`src/rtl/fcct_pkg.sv`:
```
package fcct_pkg;

  // Widths fixed by the beat format
  localparam int CNT_W = 16;
  localparam int ID_W  = 3;
  localparam int CMD_W = 3;

  typedef logic [CNT_W-1:0] cnt_t;
  typedef logic [ID_W-1:0]  id_t;
  typedef logic [CMD_W-1:0] cmd_t;

  // Command codes
  localparam cmd_t CMD_TICK       = 3'd0;
  localparam cmd_t CMD_START_ONE  = 3'd1;
  localparam cmd_t CMD_START_PER  = 3'd2;
  localparam cmd_t CMD_CHANGE     = 3'd3;
  localparam cmd_t CMD_STOP       = 3'd4;
  localparam cmd_t CMD_MARK_BYP   = 3'd5;
  localparam cmd_t CMD_POLL       = 3'd6;
  localparam cmd_t CMD_UNUSED     = 3'd7;

  typedef struct packed {
    cmd_t command;
    id_t  channel_id;
    cnt_t delay_ticks;
  } in_beat_t;

  typedef struct packed {
    cnt_t count_value;
    id_t  assigned_id;
    id_t  fired_channel;
    logic bypass_event;
    id_t  pending_channel;
    logic last_result;
  } out_beat_t;

endpackage

```
`src/rtl/fcct_in_reg.sv`:
```
module fcct_in_reg (
  input  logic               clk,
  input  logic               rst_n,
  input  logic               in_valid,
  input  fcct_pkg::in_beat_t in_beat,
  output logic               in_stall,
  input  logic               take,
  output logic               valid_q,
  output fcct_pkg::in_beat_t beat_q
);

  logic               valid_r;
  logic               valid_nxt;
  fcct_pkg::in_beat_t beat_r;

  // Hold the input stage while its beat waits for the core
  assign in_stall  = valid_r && !take;
  assign valid_nxt = (in_valid && !in_stall) ? 1'b1 : (take ? 1'b0 : valid_r);

  always_ff @(posedge clk) begin
    if (!rst_n) begin
      valid_r <= 1'b0;
    end else begin
      valid_r <= valid_nxt;
    end
  end

  // Payload capture on acceptance
  always_ff @(posedge clk) begin
    if (in_valid && !in_stall) begin
      beat_r <= in_beat;
    end
  end

  assign valid_q = valid_r;
  assign beat_q  = beat_r;

endmodule

```
`src/rtl/fcct_core.sv`:
```
module fcct_core #(
  parameter int CHANNELS = 4
) (
  input  logic                clk,
  input  logic                rst_n,
  input  logic                cfg_we,
  input  fcct_pkg::cnt_t      cfg_data,
  input  logic                in_valid,
  input  fcct_pkg::in_beat_t  in_beat,
  input  logic                out_ready,
  output logic                take,
  output logic                emit,
  output fcct_pkg::out_beat_t res
);

  fcct_pkg::cnt_t div_r;
  fcct_pkg::cnt_t cnt_r, cnt_nxt;
  fcct_pkg::cnt_t pre_r, pre_nxt;
  fcct_pkg::cnt_t cmp_r [CHANNELS];
  fcct_pkg::cnt_t cmp_nxt [CHANNELS];
  fcct_pkg::cnt_t per_r [CHANNELS];
  fcct_pkg::cnt_t per_nxt [CHANNELS];
  logic [CHANNELS-1:0] en_r, en_nxt;
  logic [CHANNELS-1:0] match_r, match_nxt;
  logic [CHANNELS-1:0] perm_r, perm_nxt;
  logic [CHANNELS-1:0] byp_r, byp_nxt;
  logic [CHANNELS-1:0] pend_r, pend_nxt;
  logic [CHANNELS-1:0] drain_r, drain_nxt;

  logic                drain_step;
  logic [CHANNELS-1:0] sel;
  logic [CHANNELS-1:0] ready_mask;
  logic [CHANNELS-1:0] poll_mask;
  logic                found;
  fcct_pkg::cnt_t      sum_delay;

  // A poll with several pending channels drains one beat per cycle while the output register is ready
  assign take       = in_valid && out_ready && (drain_r == '0);
  assign drain_step = (drain_r != '0) && out_ready;
  assign emit       = take || drain_step;
  assign sum_delay  = cnt_r + in_beat.delay_ticks;

  // Channel selected by the channel id, none for an id out of range
  always_comb begin
    for (int i = 0; i < CHANNELS; i++) begin
      sel[i] = (int'(in_beat.channel_id) == i + 1);
    end
  end

  // Next state and result for one beat
  always_comb begin
    cnt_nxt    = cnt_r;
    pre_nxt    = pre_r;
    cmp_nxt    = cmp_r;
    per_nxt    = per_r;
    en_nxt     = en_r;
    match_nxt  = match_r;
    perm_nxt   = perm_r;
    byp_nxt    = byp_r;
    pend_nxt   = pend_r;
    drain_nxt  = drain_r;
    ready_mask = '0;
    poll_mask  = '0;
    found      = 1'b0;
    res        = '0;
    res.count_value = cnt_r;
    res.last_result = 1'b1;

    if (drain_r != '0 || in_beat.command == fcct_pkg::CMD_POLL) begin
      // Report the lowest pending channel; the rest follow in later beats
      poll_mask = (drain_r != '0) ? drain_r : pend_r;
      if (drain_r == '0) begin
        pend_nxt = '0;
      end
      drain_nxt = poll_mask;
      for (int i = 0; i < CHANNELS; i++) begin
        if (poll_mask[i] && !found) begin
          found = 1'b1;
          drain_nxt[i] = 1'b0;
          res.pending_channel = fcct_pkg::id_t'(i + 1);
        end
      end
      res.last_result = (drain_nxt == '0);
    end else begin
      unique case (in_beat.command)
        fcct_pkg::CMD_TICK: begin
          if (pre_r >= div_r) begin
            pre_nxt = '0;
            cnt_nxt = cnt_r + 1'b1;
            for (int i = 0; i < CHANNELS; i++) begin
              if (en_r[i] && cmp_r[i] == cnt_nxt) begin
                match_nxt[i] = 1'b1;
              end
            end
          end else begin
            pre_nxt = pre_r + 1'b1;
          end
          res.count_value = cnt_nxt;
          ready_mask = match_nxt & en_r;
          for (int i = 0; i < CHANNELS; i++) begin
            if (ready_mask[i] && !found) begin
              found = 1'b1;
              match_nxt[i] = 1'b0;
              if (perm_r[i]) begin
                cmp_nxt[i] = cmp_r[i] + per_r[i];
              end else begin
                en_nxt[i] = 1'b0;
              end
              res.bypass_event  = byp_r[i];
              pend_nxt[i]       = 1'b1;
              res.fired_channel = fcct_pkg::id_t'(i + 1);
            end
          end
        end
        fcct_pkg::CMD_START_ONE, fcct_pkg::CMD_START_PER: begin
          for (int i = 0; i < CHANNELS; i++) begin
            if (!en_r[i] && !found) begin
              found = 1'b1;
              pend_nxt[i]  = 1'b0;
              byp_nxt[i]   = 1'b0;
              match_nxt[i] = 1'b0;
              perm_nxt[i]  = (in_beat.command == fcct_pkg::CMD_START_PER);
              if (in_beat.command == fcct_pkg::CMD_START_PER) begin
                per_nxt[i] = in_beat.delay_ticks;
              end
              cmp_nxt[i] = sum_delay;
              en_nxt[i]  = 1'b1;
              res.assigned_id = fcct_pkg::id_t'(i + 1);
            end
          end
        end
        fcct_pkg::CMD_CHANGE: begin
          for (int i = 0; i < CHANNELS; i++) begin
            if (sel[i]) begin
              cmp_nxt[i] = sum_delay;
            end
          end
        end
        fcct_pkg::CMD_STOP: begin
          en_nxt    = en_r & ~sel;
          match_nxt = match_r & ~sel;
          pend_nxt  = pend_r & ~sel;
          perm_nxt  = perm_r & ~sel;
          byp_nxt   = byp_r & ~sel;
        end
        fcct_pkg::CMD_MARK_BYP: begin
          byp_nxt = byp_r | sel;
        end
        default: begin
        end
      endcase
    end
  end

  // Prescale divisor register
  always_ff @(posedge clk) begin
    if (!rst_n) begin
      div_r <= '0;
    end else if (cfg_we) begin
      div_r <= cfg_data;
    end
  end

  // Timer and channel state
  always_ff @(posedge clk) begin
    if (!rst_n) begin
      cnt_r   <= '0;
      pre_r   <= '0;
      en_r    <= '0;
      match_r <= '0;
      perm_r  <= '0;
      byp_r   <= '0;
      pend_r  <= '0;
      drain_r <= '0;
      for (int i = 0; i < CHANNELS; i++) begin
        cmp_r[i] <= '0;
        per_r[i] <= '0;
      end
    end else if (emit) begin
      cnt_r   <= cnt_nxt;
      pre_r   <= pre_nxt;
      en_r    <= en_nxt;
      match_r <= match_nxt;
      perm_r  <= perm_nxt;
      byp_r   <= byp_nxt;
      pend_r  <= pend_nxt;
      drain_r <= drain_nxt;
      cmp_r   <= cmp_nxt;
      per_r   <= per_nxt;
    end
  end

endmodule

```
`src/rtl/fcct_out_reg.sv`:
```
module fcct_out_reg (
  input  logic                clk,
  input  logic                rst_n,
  input  logic                load,
  input  fcct_pkg::out_beat_t beat,
  output logic                ready,
  output logic                out_valid,
  output fcct_pkg::out_beat_t out_beat,
  input  logic                out_stall
);

  logic                valid_r;
  fcct_pkg::out_beat_t beat_r;

  // Free when empty or when the held beat leaves this cycle
  assign ready = !valid_r || !out_stall;

  always_ff @(posedge clk) begin
    if (!rst_n) begin
      valid_r <= 1'b0;
    end else if (ready) begin
      valid_r <= load;
    end
  end

  always_ff @(posedge clk) begin
    if (load && ready) begin
      beat_r <= beat;
    end
  end

  assign out_valid = valid_r;
  assign out_beat  = beat_r;

endmodule

```
`src/rtl/four_channel_compare_timer_scheduler.sv`:
```
// Channel  Direction  Handshake              Payload
// in       input      in_valid / in_stall    in_beat  (command, channel_id, delay_ticks)
// out      output     out_valid / out_stall  out_beat (count, ids, events, last_result)
// cfg      input      cfg_we                 cfg_data (prescale divisor)
//
// An accepted beat is held in the input register, processed combinationally in the
// core and its result is held in the output register.
// One beat is taken per cycle while the output is not stalled; a poll that finds n
// pending channels issues n beats, one per cycle, holding the input until the last.
// Synchronous reset clears the counter, prescaler, all channel state and the divisor.
// A stall on the output backs up through the core to in_stall without losing beats.
module four_channel_compare_timer_scheduler #(
  parameter int CHANNELS = 4
) (
  input  logic                clk,
  input  logic                rst_n,
  input  logic                cfg_we,
  input  fcct_pkg::cnt_t      cfg_data,
  input  logic                in_valid,
  input  fcct_pkg::in_beat_t  in_beat,
  output logic                in_stall,
  output logic                out_valid,
  output fcct_pkg::out_beat_t out_beat,
  input  logic                out_stall
);

  logic                take;
  logic                emit;
  logic                out_ready;
  logic                core_valid;
  fcct_pkg::in_beat_t  core_beat;
  fcct_pkg::out_beat_t res;

  fcct_in_reg u_in (
    .clk      (clk),
    .rst_n    (rst_n),
    .in_valid (in_valid),
    .in_beat  (in_beat),
    .in_stall (in_stall),
    .take     (take),
    .valid_q  (core_valid),
    .beat_q   (core_beat)
  );

  fcct_core #(
    .CHANNELS (CHANNELS)
  ) u_core (
    .clk       (clk),
    .rst_n     (rst_n),
    .cfg_we    (cfg_we),
    .cfg_data  (cfg_data),
    .in_valid  (core_valid),
    .in_beat   (core_beat),
    .out_ready (out_ready),
    .take      (take),
    .emit      (emit),
    .res       (res)
  );

  fcct_out_reg u_out (
    .clk       (clk),
    .rst_n     (rst_n),
    .load      (emit),
    .beat      (res),
    .ready     (out_ready),
    .out_valid (out_valid),
    .out_beat  (out_beat),
    .out_stall (out_stall)
  );

endmodule

```
`config.mk`:
```
export PLATFORM = sky130hd
export DESIGN_NAME = four_channel_compare_timer_scheduler
export DESIGN_NICKNAME = d
export VERILOG_FILES = /design/src/rtl/fcct_pkg.sv /design/src/rtl/fcct_in_reg.sv /design/src/rtl/fcct_core.sv /design/src/rtl/fcct_out_reg.sv /design/src/rtl/four_channel_compare_timer_scheduler.sv
export SDC_FILE = /design/constraint.sdc
export NUM_CORES = 1
export LEC_CHECK = 0
export ABC_AREA = 1
export BUFFER_PORTS_ARGS = -buffer_cell sky130_fd_sc_hd__clkbuf_2
export CAP_MARGIN = 15
export CORE_MARGIN = 3
export CORE_UTILIZATION = 50
export CTS_CLUSTER_DIAMETER = 50
export DETAILED_ROUTE_END_ITERATION = 10
export GPL_TIMING_DRIVEN = 0
export PLACE_DENSITY = 0.72
export RECOVER_POWER = 25
export SLEW_MARGIN = 20
export SYNTH_ARGS = -nofsm -noshare
export SYNTH_HDL_FRONTEND = slang
export SYNTH_HIERARCHICAL = 1
export SYNTH_SLANG_ARGS = --single-unit
```
`constraint.sdc`:
```
create_clock -name clk -period 2.6 [get_ports clk]
set_input_delay 0.13 -clock clk [delete_from_list [all_inputs] [get_ports clk]]
set_output_delay 0.13 -clock clk [all_outputs]
set_load 0.01 [all_outputs]
```
Word-level counts from Yosys, hierarchy flattened
Cells that the tools add are included.
{"block": "word_totals", "ff_bits": 251, "inputBits": 43, "elab_cells": 304}
{"block": "op_classes", "addsub": 7, "magnitude_cmp": 1, "n_eq_ne": 43, "n_mux": 110, "n_bitwise": 12, "reduce_logical": 85}
{"op": "2-to-1 mux 16 bit", "count": 19}
{"op": "case mux 64 bit (3 select lines)", "count": 1}
{"op": "adder 16 bit", "count": 5}
{"op": "2-to-1 mux 1 bit", "count": 66}
{"op": "== test 16 bit", "count": 4}
{"op": "case mux 4 bit (3 select lines)", "count": 4}
{"op": "AND reduction 4 bit", "count": 12}
{"op": "AND reduction 5 bit", "count": 9}
{"op": "adder 16 x 1 -> 16 bit, second input constant", "count": 2}
{"op": "2-to-1 mux 4 bit", "count": 8}
{"op": "!= test 2 x 1 -> 1 bit, second input constant", "count": 15}
{"op": "AND reduction 7 bit", "count": 4}
{"op": "bitwise AND 4 bit", "count": 6}
{"op": "2-to-1 mux 23 bit", "count": 1}
{"op": "!= test 3 x 1 -> 1 bit, second input constant", "count": 7}
{"op": "logical AND 1 bit", "count": 19}
{"op": "== test 3 bit, second input constant", "count": 6}
{"op": "AND reduction 6 bit", "count": 3}
{"op": ">= comparator 16 bit", "count": 1}
{"op": "zero test 1 bit", "count": 16}
{"op": "2-to-1 mux 3 bit", "count": 5}
{"op": "!= test 2 bit, second input constant", "count": 6}
{"op": "2-to-1 mux 2 bit", "count": 5}
{"op": "== test 3 x 2 -> 1 bit, second input constant", "count": 3}
{"op": "16 further kinds", "count": 31}

Depth between registers and ports, before layout
Gate-level depths: netlist of the first run.
{"block": "depth", "depth_word": 26, "depth_mapped": 24, "ltp_nobuf": 22}

Modules after synthesis
Netlist of the first run, hierarchy kept.
{"mod": "fcct_core", "n_inst": 1, "cells_each": 2215, "area_each_um2": 14166.1}
{"mod": "fcct_out_reg", "n_inst": 1, "cells_each": 33, "area_each_um2": 858.3}
{"mod": "fcct_in_reg", "n_inst": 1, "cells_each": 30, "area_each_um2": 710.7}

Worst setup path before layout of the first run
OpenSTA, ideal clock, no wires.
{"block": "synth_timing", "path_kind": "register -> register", "startpoint": "register u_core.cnt_r[1]", "endpoint": "register u_core/cmp_r[29] (netlist name)", "t_arrival_ps": 2478, "required_time_ps": 2487, "path_slack_ps": 9, "stages_incl_launch_ff": 21, "path_buffers": 2, "period_less_slack_ps": 2591, "cell_sequence": "dfxtp_1 > ha_1 > nand2_2 > nor2_2 > buf_4 > nand2_1 > nand2_1 > nand2_2 > nand2_1 > nand3_1 > nor2_1 > nand2_1 > nor2_1 > nand3_1 > a21oi_2 > nand3_4 > nand2_2 > nand3_4 > buf_6 > nor2_1 > nor2_1"}
{"block": "synth_via", "elab_chain_cells": 20, "elab_cells_between_ends": 30, "cone_classes": "2 x add/sub; 4 x eq/ne; 15 x mux; 1 x bitwise; 8 x reduce/logical"}
{"element": "start, declared", "line_no": "fcct_core.sv:17", "text": "fcct_pkg::cnt_t cnt_r, cnt_nxt;"}
{"element": "start signal, assigned", "line_no": "fcct_core.sv:180", "text": "cnt_r <= cnt_nxt;"}
{"element": "adder 16 x 1 -> 16 bit", "line_no": "fcct_core.sv:89", "text": "cnt_nxt = cnt_r + 1'b1;"}
{"element": "== test 16 bit", "line_no": "fcct_core.sv:91", "text": "if (en_r[i] && cmp_r[i] == cnt_nxt) begin"}
{"element": "logical AND 1 bit", "line_no": "fcct_core.sv:91"}
{"element": "2-to-1 mux 1 bit", "line_no": "fcct_core.sv:91"}
{"element": "2-to-1 mux 4 bit", "line_no": "fcct_core.sv:87", "text": "if (pre_r >= div_r) begin"}
{"element": "2-to-1 mux 4 bit", "line_no": "fcct_core.sv:85", "text": "unique case (in_beat.command)"}
{"element": "2-to-1 mux 4 bit", "line_no": "fcct_core.sv:69", "text": "if (drain_r != '0 || in_beat.command == fcct_pkg::CMD_POLL) begin"}
{"element": "bitwise AND 4 bit", "line_no": "fcct_core.sv:99", "text": "ready_mask = match_nxt & en_r;"}
{"element": "[... 4 more ...]"}
{"element": "logical AND 1 bit", "line_no": "fcct_core.sv:101", "text": "if (ready_mask[i] && !found) begin"}
{"element": "2-to-1 mux 1 bit", "line_no": "fcct_core.sv:101"}
{"element": "2-to-1 mux 1 bit", "line_no": "fcct_core.sv:85"}
{"element": "2-to-1 mux 1 bit", "line_no": "fcct_core.sv:69"}
{"element": "zero test 1 bit", "line_no": "fcct_core.sv:101"}
{"element": "logical AND 1 bit", "line_no": "fcct_core.sv:101"}
{"element": "!= test 2 x 1 -> 1 bit (no line)"}
{"element": "AND reduction 7 bit (no line)"}
{"element": "end signal, assigned", "line_no": "fcct_core.sv:188", "text": "cmp_r <= cmp_nxt;"}
{"element": "end, declared", "line_no": "fcct_core.sv:19", "text": "fcct_pkg::cnt_t cmp_r [CHANNELS];"}
Parallel ways exist; a longest one is shown, timed or not. The select of a mux whose other input is x is not followed.
A chain may end at the register's enable or synchronous reset.

Worst setup path in the final report of the first run
{"block": "layout_timing", "startpoint": "register u_core.cnt_r[0]", "endpoint": "register u_core/cmp_r[10] (netlist name)"}
{"block": "layout_via", "elab_chain_cells": 25, "elab_cells_between_ends": 38, "cone_classes": "2 x add/sub; 5 x eq/ne; 19 x mux; 1 x bitwise; 11 x reduce/logical"}
{"element": "adder 16 x 1 -> 16 bit", "line_no": "fcct_core.sv:89"}
{"element": "== test 16 bit", "line_no": "fcct_core.sv:91"}
{"element": "logical AND 1 bit", "line_no": "fcct_core.sv:91"}
{"element": "2-to-1 mux 1 bit", "line_no": "fcct_core.sv:91"}
{"element": "2-to-1 mux 4 bit", "line_no": "fcct_core.sv:87"}
{"element": "2-to-1 mux 4 bit", "line_no": "fcct_core.sv:85"}
{"element": "2-to-1 mux 4 bit", "line_no": "fcct_core.sv:69"}
{"element": "bitwise AND 4 bit", "line_no": "fcct_core.sv:99"}
{"element": "[... 9 more ...]"}
{"element": "logical AND 1 bit", "line_no": "fcct_core.sv:101"}
{"element": "2-to-1 mux 1 bit", "line_no": "fcct_core.sv:101"}
{"element": "2-to-1 mux 1 bit", "line_no": "fcct_core.sv:85"}
{"element": "2-to-1 mux 1 bit", "line_no": "fcct_core.sv:69"}
{"element": "zero test 1 bit", "line_no": "fcct_core.sv:101"}
{"element": "logical AND 1 bit", "line_no": "fcct_core.sv:101"}
{"element": "!= test 2 x 1 -> 1 bit (no line)"}
{"element": "AND reduction 7 bit (no line)"}
Parallel ways exist; a longest one is shown, timed or not. The select of a mux whose other input is x is not followed.

==> out/results.txt, run 1 <==
Vias: 16700
DR WL/cell: 19.2 um
Min Tclk post-route: 3.07 ns
Count of unique library cells instantiated by Yosys: 53
Area leader, netlist: dfxtp_1
Gpl congestion: 0.997
Antenna-violating nets left: 0
Dpl hpwl: 41900 um
Switching Power: 6.94 mW
Synth top cells by count: 481 x nand2_1, 325 x inv_1, 254 x nor2_1
Setup Skew: 0.0314 ns
Int Pwr: 10.1 mW
Final period util: 118%
Pin slew with the least headroom to its limit: 1.01 ns
Initial core utilization: 51.0%
YS warnings: 6
Slew margin rel.: 32.4%
WHS: 0.154 ns
Comb pwr share: 39.1%
Die width: 183 um
Top cell type's share of synthesized area: 25.6%
Global route overflow: 0
Netlist Area Pre-Place: 15700 um^2
Critical path class: reg2reg
Outcome: finished with violations
Finished Layout Cells: 2958
Register area share after synthesis: 34.9%
Worst setup path start: u_core/cnt_r[0]
Initial antenna violation count: 0
Die H: 183 um
# IOs: 72
Max Slew Vio Count: 0
FP Rows: 64
Synth area leaders: dfxtp_1 26%, nand2_1 11%, edfxtp_1 9.4%, inv_1 7.8%, ha_1 7.4%
Worst hold path type: in2reg
Diodes inserted: 0
R2R depth: 23
Share of cells above drive strength 1: 19.2%
Sequential share of power: 31.6%
Core area: 30800 um^2
Area Overhead vs Synth: 29.9%
Clk slew on worst S/H paths: 0.06 ns
Final Hold Vio Count: 0
H-Tree Depth: 2
Violated checks: negative setup slack
Number of global-route vias before repair: 15400
DR iter-0 viols: 1616
Endpoint class of the critical path: register
Reg-to-reg slack, setup: -0.47 ns
Pwr/cell area: 833 nW/um^2
Most frequent cell after synthesis: nand2_1
Max-Cap Viols: 0
Die ar.: 33600 um^2
CP Max Fanout: 5
R2R Path Start: u_core/cnt_r[0]
Fin worst setup slack: -0.474 ns
Drt drc: 0
PortBufs: 71
Pre-antenna DRT Iters: 5
Pin count of the biggest net entering global routing: 23
CP Launch Type: register
Vias per std cell: 5.65
Crit path arrival time: 3.47 ns
Maximum clock insertion buffer count: 3
Fmax: 0.325 GHz
Setup tns final: -28.49 ns
Cells after synthesis: 2278
Post-synth top flop: dfxtp_1
VDD IR-drop max: 530 uV
Mean post-synth cell area: 6.91 um^2
Clk root buf: clkbuf_16
Number of synthesized flops with an enable pin: 49
Post-synthesis register bit count: 250
Clock share of power: 29.3%
Post-placement setup slack: -1.46 ns
End of the critical path: u_core/cmp_r[10]
Required @ worst endpoint: 2.99 ns
R2R Path End: u_core/cmp_r[10]
First-pass GRT wire length: 84600 um
Sw frac: 40.8%
Final Setup Violations: 79
Post-synthesis async set-or-reset flop share: 0%
Tot GR Track Use: 32.2%
Net Count, Synth: 2419
RSZ-0062 raised after global routing: yes
Num CTS Buffers: 37
Leakage: 8.59 nW
Final nets: 2674
Filler Cell Count: 2642
CTS tree: done
Routed wire length: 56800 um
CTS sink cnt: 250
Clock Latency Late Sink: 0.53 ns
Placed instance count: 2746
[layout by cell type, fill, tap and decap left out, types with 66 or more instances in the layout]
cell,netlist,layout
inv_1,325,320
a21oi_1,188,157
nor2_1,254,222
clkbuf_1,52,81
ha_1,93,92
nand2_2,15,70
nand2_1,481,399
buf_4,6,66
nand3_1,144,113
dfxtp_1,201,183
a211oi_1,74,72
o21ai_0,180,150
[cells by family (layout without fill, tap and decap cells)]
family,Yosys count,count (layout),synth area share (%)
AND/OR/NAND/NOR,988,990,26.8
buffers and inverters,398,680,9.80
flip-flops,250,250,34.9
AO/OA/AOI/OAI,509,509,18.5
adder cells (fa/ha/maj),98,98,8.03
XOR/XNOR,35,35,1.95
[final cells by class]
class                   count  area (um^2)  share of cell area, %
plain buffers              65          378                   1.85
inverters                 332         1270                   6.20
clock buffers              50         1060                   5.18
clock inverters            18          175                  0.857
flip-flops and latches    250         5550                   27.1
repair buffers            215         1730                   8.45
well taps                 396          495                   2.42
multi-input cells        1632         9790                   47.9
[layer usage]
| metal | track usage, % | routed length [um] | vias to the layer above |
|---|---|---|---|
| met4 | 8.87 | 1800 | 0 |
| met1 | 46.0 | 24800 | 7807 |
| met2 | 50.8 | 25100 | 711 |
| met5 | 0 | 0 | - |
| met3 | 4.82 | 5160 | 100 |
| li1 | - | - | 8099 |
[metrics by stage]
step / area [um^2] / utilization [%] / power [mW]
after floorplan: 15700 / - / 8.58
after global placement: 16600 / 53.8 / 10.3
after detailed placement: 16600 / 54.0 / 10.5
after CTS: 19400 / 63.0 / 16.3
after global routing: 20400 / 66.3 / 17.9
final: 20400 / 66.3 / 17.0
[flip-flops by register name, indices dropped and copies added, names as in the netlist, 3 cells and up]
| signal | cells |
|---|---|
| u_core/perm_r | 4 |
| u_core/cmp_r | 64 |
| u_core/cnt_r | 16 |
| u_core/match_r | 4 |
| u_core/drain_r | 3 |
| u_core/byp_r | 4 |
| u_core/pre_r | 16 |
| u_in/beat_q | 22 |
| u_core/pend_r | 4 |
| u_core/per_r | 64 |
| u_core/en_r | 4 |
| u_core/div_r | 16 |
| u_out/out_beat | 27 |
[worst max-delay path: stages (launching register included)]
cell and delay, ns:
dfxtp_4 0.38, ha_4 0.18, nand3_4 0.10, nor2_4 0.20, buf_6 0.14, nand3_4 0.08, nand2_4 0.09, nand3_1 0.06
nand2_1 0.08, nand2_1 0.07, nor2_2 0.13, nand4_1 0.32, nand2_2 0.25, nand2_4 0.09, nand2_4 0.07, inv_2 0.04
nand2_4 0.07, nand2_4 0.06, nand3_4 0.09, buf_12 0.13, buf_8 0.12, nand2_2 0.05, nand2_1 0.05, nor2_1 0.05
[power by group through the flow]
stage                     registers [mW]  logic (mW)  clock network [mW]
final                               5.38        6.66                5.00
after global placement              5.31        5.01                   0
after global routing                5.42        7.25                5.24
after CTS                           5.29        5.90                5.07
after detailed placement            5.31        5.21                   0
after floorplan                     5.15        3.44                   0
[worst min-delay path by stage]
stage	start	end	slack [ns]	cells after the start
after global placement	in_beat[21]	u_in/beat_q[21]	0.31	1
after detailed placement	in_beat[21]	u_in/beat_q[21]	0.31	1
after floorplan	in_beat[0]	u_in/beat_q[0]	0.23	0
final	rst_n	u_core/pre_r[15]	0.15	3
after global routing	rst_n	u_core/pre_r[15]	0.16	3
after CTS	rst_n	u_core/pre_r[8]	0.15	3
[repair_timing]
action / in CTS / in global routing
buffers inserted: 47 / 46
endpoints found under the setup margin: 185 / 178
endpoints found under the hold margin: 40 / 0
cloned: 7 / 2
pin swaps: 56 / 94
gates resized for setup: 197 / 211
hold buffers: 44 / 0
Power figures use the tool's default switching activity.
==> run 2, diff against run 1 <==
--- a/config.mk
+++ b/config.mk
@@ -13,10 +13,9 @@
 export CTS_CLUSTER_DIAMETER = 50
 export DETAILED_ROUTE_END_ITERATION = 10
 export GPL_TIMING_DRIVEN = 0
-export PLACE_DENSITY = 0.72
+export PLACE_DENSITY = 0.69
 export RECOVER_POWER = 25
 export SLEW_MARGIN = 20
 export SYNTH_ARGS = -nofsm -noshare
 export SYNTH_HDL_FRONTEND = slang
-export SYNTH_HIERARCHICAL = 1
 export SYNTH_SLANG_ARGS = --single-unit
==> constraint.sdc (replaced) <==
create_clock -name clk -period 3.3 [get_ports clk]
set_input_delay 0.165 -clock clk [delete_from_list [all_inputs] [get_ports clk]]
set_output_delay 0.165 -clock clk [all_outputs]
set_load 0.01 [all_outputs]
==> run 2 against run 1 <==
Compared with the run above: the run now ends clean; sequential share of layout area increased by 2.0 points; die area decreased by 0.14%; non-clock buffer count decreased by 60; setup slack improved by 0.55 ns; register-to-register slack improved by 0.55 ns.
==> out/results.txt, run 2 <==
Min Tclk post-route: 3.23 ns
CP Cell Sequence: ha_4 -> nand2_4 -> nor2_4 -> nand3_1 -> nand3_1 -> nand2_1 -> nor2_1 -> nand3_1 -> nor2_2 -> nand3_2 -> a21oi_4 -> nand3_4 -> nand2_4 -> nand3_4 -> clkbuf_16 -> nand2_2 -> nand2_1 -> nor2_1
Final Setup Violations: 0
Synth top cells by count: 482 x nand2_1, 274 x inv_1, 262 x nor2_1
Gpl congestion: 1.05
Post-synth top flop: dfxtp_1
Initial antenna violation count: 0
Post-synthesis async set-or-reset flop share: 0%
Share of cells above drive strength 1: 11.4%
Synth area leaders: dfxtp_1 26%, nand2_1 12%, edfxtp_1 9.4%, o21ai_0 7.5%, ha_1 7.4%
Hold path start: cfg_we
Diodes inserted: 0
Worst setup path start: u_core.cnt_r[1]
DR WL/cell: 20.1 um
Filler Cell Count: 2902
Pwr/cell area: 556 nW/um^2
Area Overhead vs Synth: 20.6%
Tot GR Track Use: 33.8%
CP peak stage delay: 0.38 ns
Core area: 30700 um^2
Most frequent cell after synthesis: nand2_1
Required @ worst endpoint: 3.77 ns
FP Rows: 64
Critical path class: reg2reg
Register area share after synthesis: 35.0%
CTS sink cnt: 250
H-Tree Depth: 2
Worst hold path type: in2reg
Placed Area: 16600 um^2
Vias: 16800
Pre-antenna DRT Iters: 6
Net Count, Synth: 2430
Num CTS Buffers: 37
Placed instance count: 2756
CP dominant cell by count: nand3_1
Post-synthesis register bit count: 250
Fmax: 0.310 GHz
Cells after synthesis: 2289
Die H: 183 um
YS warnings: 0
Multi-input gate area: 9170 um^2
Reg-to-reg slack, setup: 0.07 ns
Vias per std cell: 5.78
Fin area: 18900 um^2
Pin count of the biggest net entering global routing: 31
Antenna-violating nets left: 0
Setup Skew: 0.0206 ns
CTS tree: done
Setup tns final: 0 ns
Drt drc: 0
Delay-heaviest family, CP: simple AND/OR/NAND/NOR gates
Final period util: 97.8%
Clk root buf: clkbuf_16
Max-Cap Viols: 0
Number of synthesized flops with an enable pin: 49
Die width: 183 um
Final Hold Vio Count: 0
Mean post-synth cell area: 6.86 um^2
Leakage: 8.37 nW
Maximum clock insertion buffer count: 3
Initial core utilization: 51.1%
Finished Layout Cells: 2903
CP Max Fanout: 6
Slew margin rel.: 28.3%
Dpl hpwl: 44000 um
R2R Path Start: u_core.cnt_r[1]
RSZ-0062 raised after global routing: yes
Clock Latency Late Sink: 0.53 ns
VDD IR-drop max: 453 uV
Top cell type's share of synthesized area: 25.6%
Outcome: completed
Global route overflow: 0
Max Slew Vio Count: 0
PortBufs: 70
Total Power: 10.5 mW
Netlist Area Pre-Place: 15700 um^2
Pin slew with the least headroom to its limit: 1.08 ns
Endpoint class of the critical path: register
Clk slew on worst S/H paths: 0.06 ns
First-pass GRT wire length: 87600 um
Crit path arrival time: 3.69 ns
Most frequent cells in the layout: 464 x nand2_1, 273 x inv_1, 246 x nor2_1
Leading cell type in the layout, fill and taps excluded: nand2_1
Buf/Inv on CP: 1
CP Launch Type: register
Number of global-route vias before repair: 15200
Die ar.: 33600 um^2
WHS: 0.0254 ns
Sequential Area: 5510 um^2
Slowest stage cell, crit path: dfxtp_4
Final nets: 2619
Area leader, netlist: dfxtp_1
# IOs: 72
Count of unique library cells instantiated by Yosys: 48
DR iter-0 viols: 1983
Routed wire length: 58500 um
==> run 2: cell types whose count changed after synthesis, sizes merged, moves of 7 or more <==
cell and delta:
o21ai +53, inv -51, a211oi -65, xor2 +11, a21oi +39, nor4 +11
nand3 +14, nor2 +7
==> run 2: repair_timing <==
item,4_1_cts,5_1_grt
cloned,1,3
resized for setup,38,101
hold buffers,40,0
pin swaps,7,30
buffers inserted,13,22
endpoints found under the hold margin,39,0
setup endpoints to repair,117,144
==> run 2: worst register-to-register path: stages, from the launching register on <==
cell and delay, ns:
dfxtp_4 0.38, ha_4 0.18, nand2_4 0.07, nor2_4 0.25, nand3_1 0.29, nand3_1 0.21
nand2_1 0.07, nor2_1 0.10, nand3_1 0.10, nor2_2 0.16, nand3_2 0.17, a21oi_4 0.23
nand3_4 0.14, nand2_4 0.13, nand3_4 0.23, clkbuf_16 0.28, nand2_2 0.05, nand2_1 0.04
nor2_1 0.10
==> run 2: through the flow <==
| step | setup WS [ns] | util [%] |
|---|---|---|
| floorplan | 0.668 | - |
| global placement | -0.512 | 53.8 |
| detailed placement | -0.566 | 53.9 |
| CTS | 0.00514 | 60.1 |
| global route | -0.0519 | 61.6 |
| finish | 0.0713 | 61.6 |
==> run 2: area by class of cell <==
cell class	count	share of cell area [%]
Multi-Input combinational cell	1688	48.4
Timing Repair Buffer	149	5.75
Tap cell	396	2.62
Buffer	71	2.04
Inverter	281	5.59
Sequential cell	250	29.1
Clock buffer	46	5.56
Clock inverter	22	0.911
==> run 2: logic make-up (layout without fill, tap and decap cells) <==
kind of cell,after synthesis,after routing,share of synthesized area [%]
flops,250,250,35.0
simple gates,1023,1024,28.3
fa+ha+maj,98,98,8.04
compound gates,526,526,17.8
buf+inv,352,569,8.70
xor+xnor,40,40,2.23
==> run 2: final timing paths <==
kind / end / depth (start not counted)
min: u_core.div_r[9] / 4
max reg2reg: u_core.cmp_r[28] / 18
max: u_core.cmp_r[28] / 18
min reg2reg: u_core.per_r[29] / 2
==> run 2: report_power, final <==
group	internal, mW	leakage, nW	switching [mW]
Clock	2.37	0.610	1.56
Sequential	3.43	2.11	0.261
Combinational	0.902	5.64	2.00
Total	6.70	8.37	3.82
==> run 2: routing by layer <==
metal / up-vias / track usage (%) / wire, um
li1: 8032 / - / -
met1: 7626 / 47.7 / 24900
met2: 926 / 51.1 / 24500
met3: 184 / 5.45 / 6080
met4: 0 / 15.1 / 3060
met5: - / 0 / 0
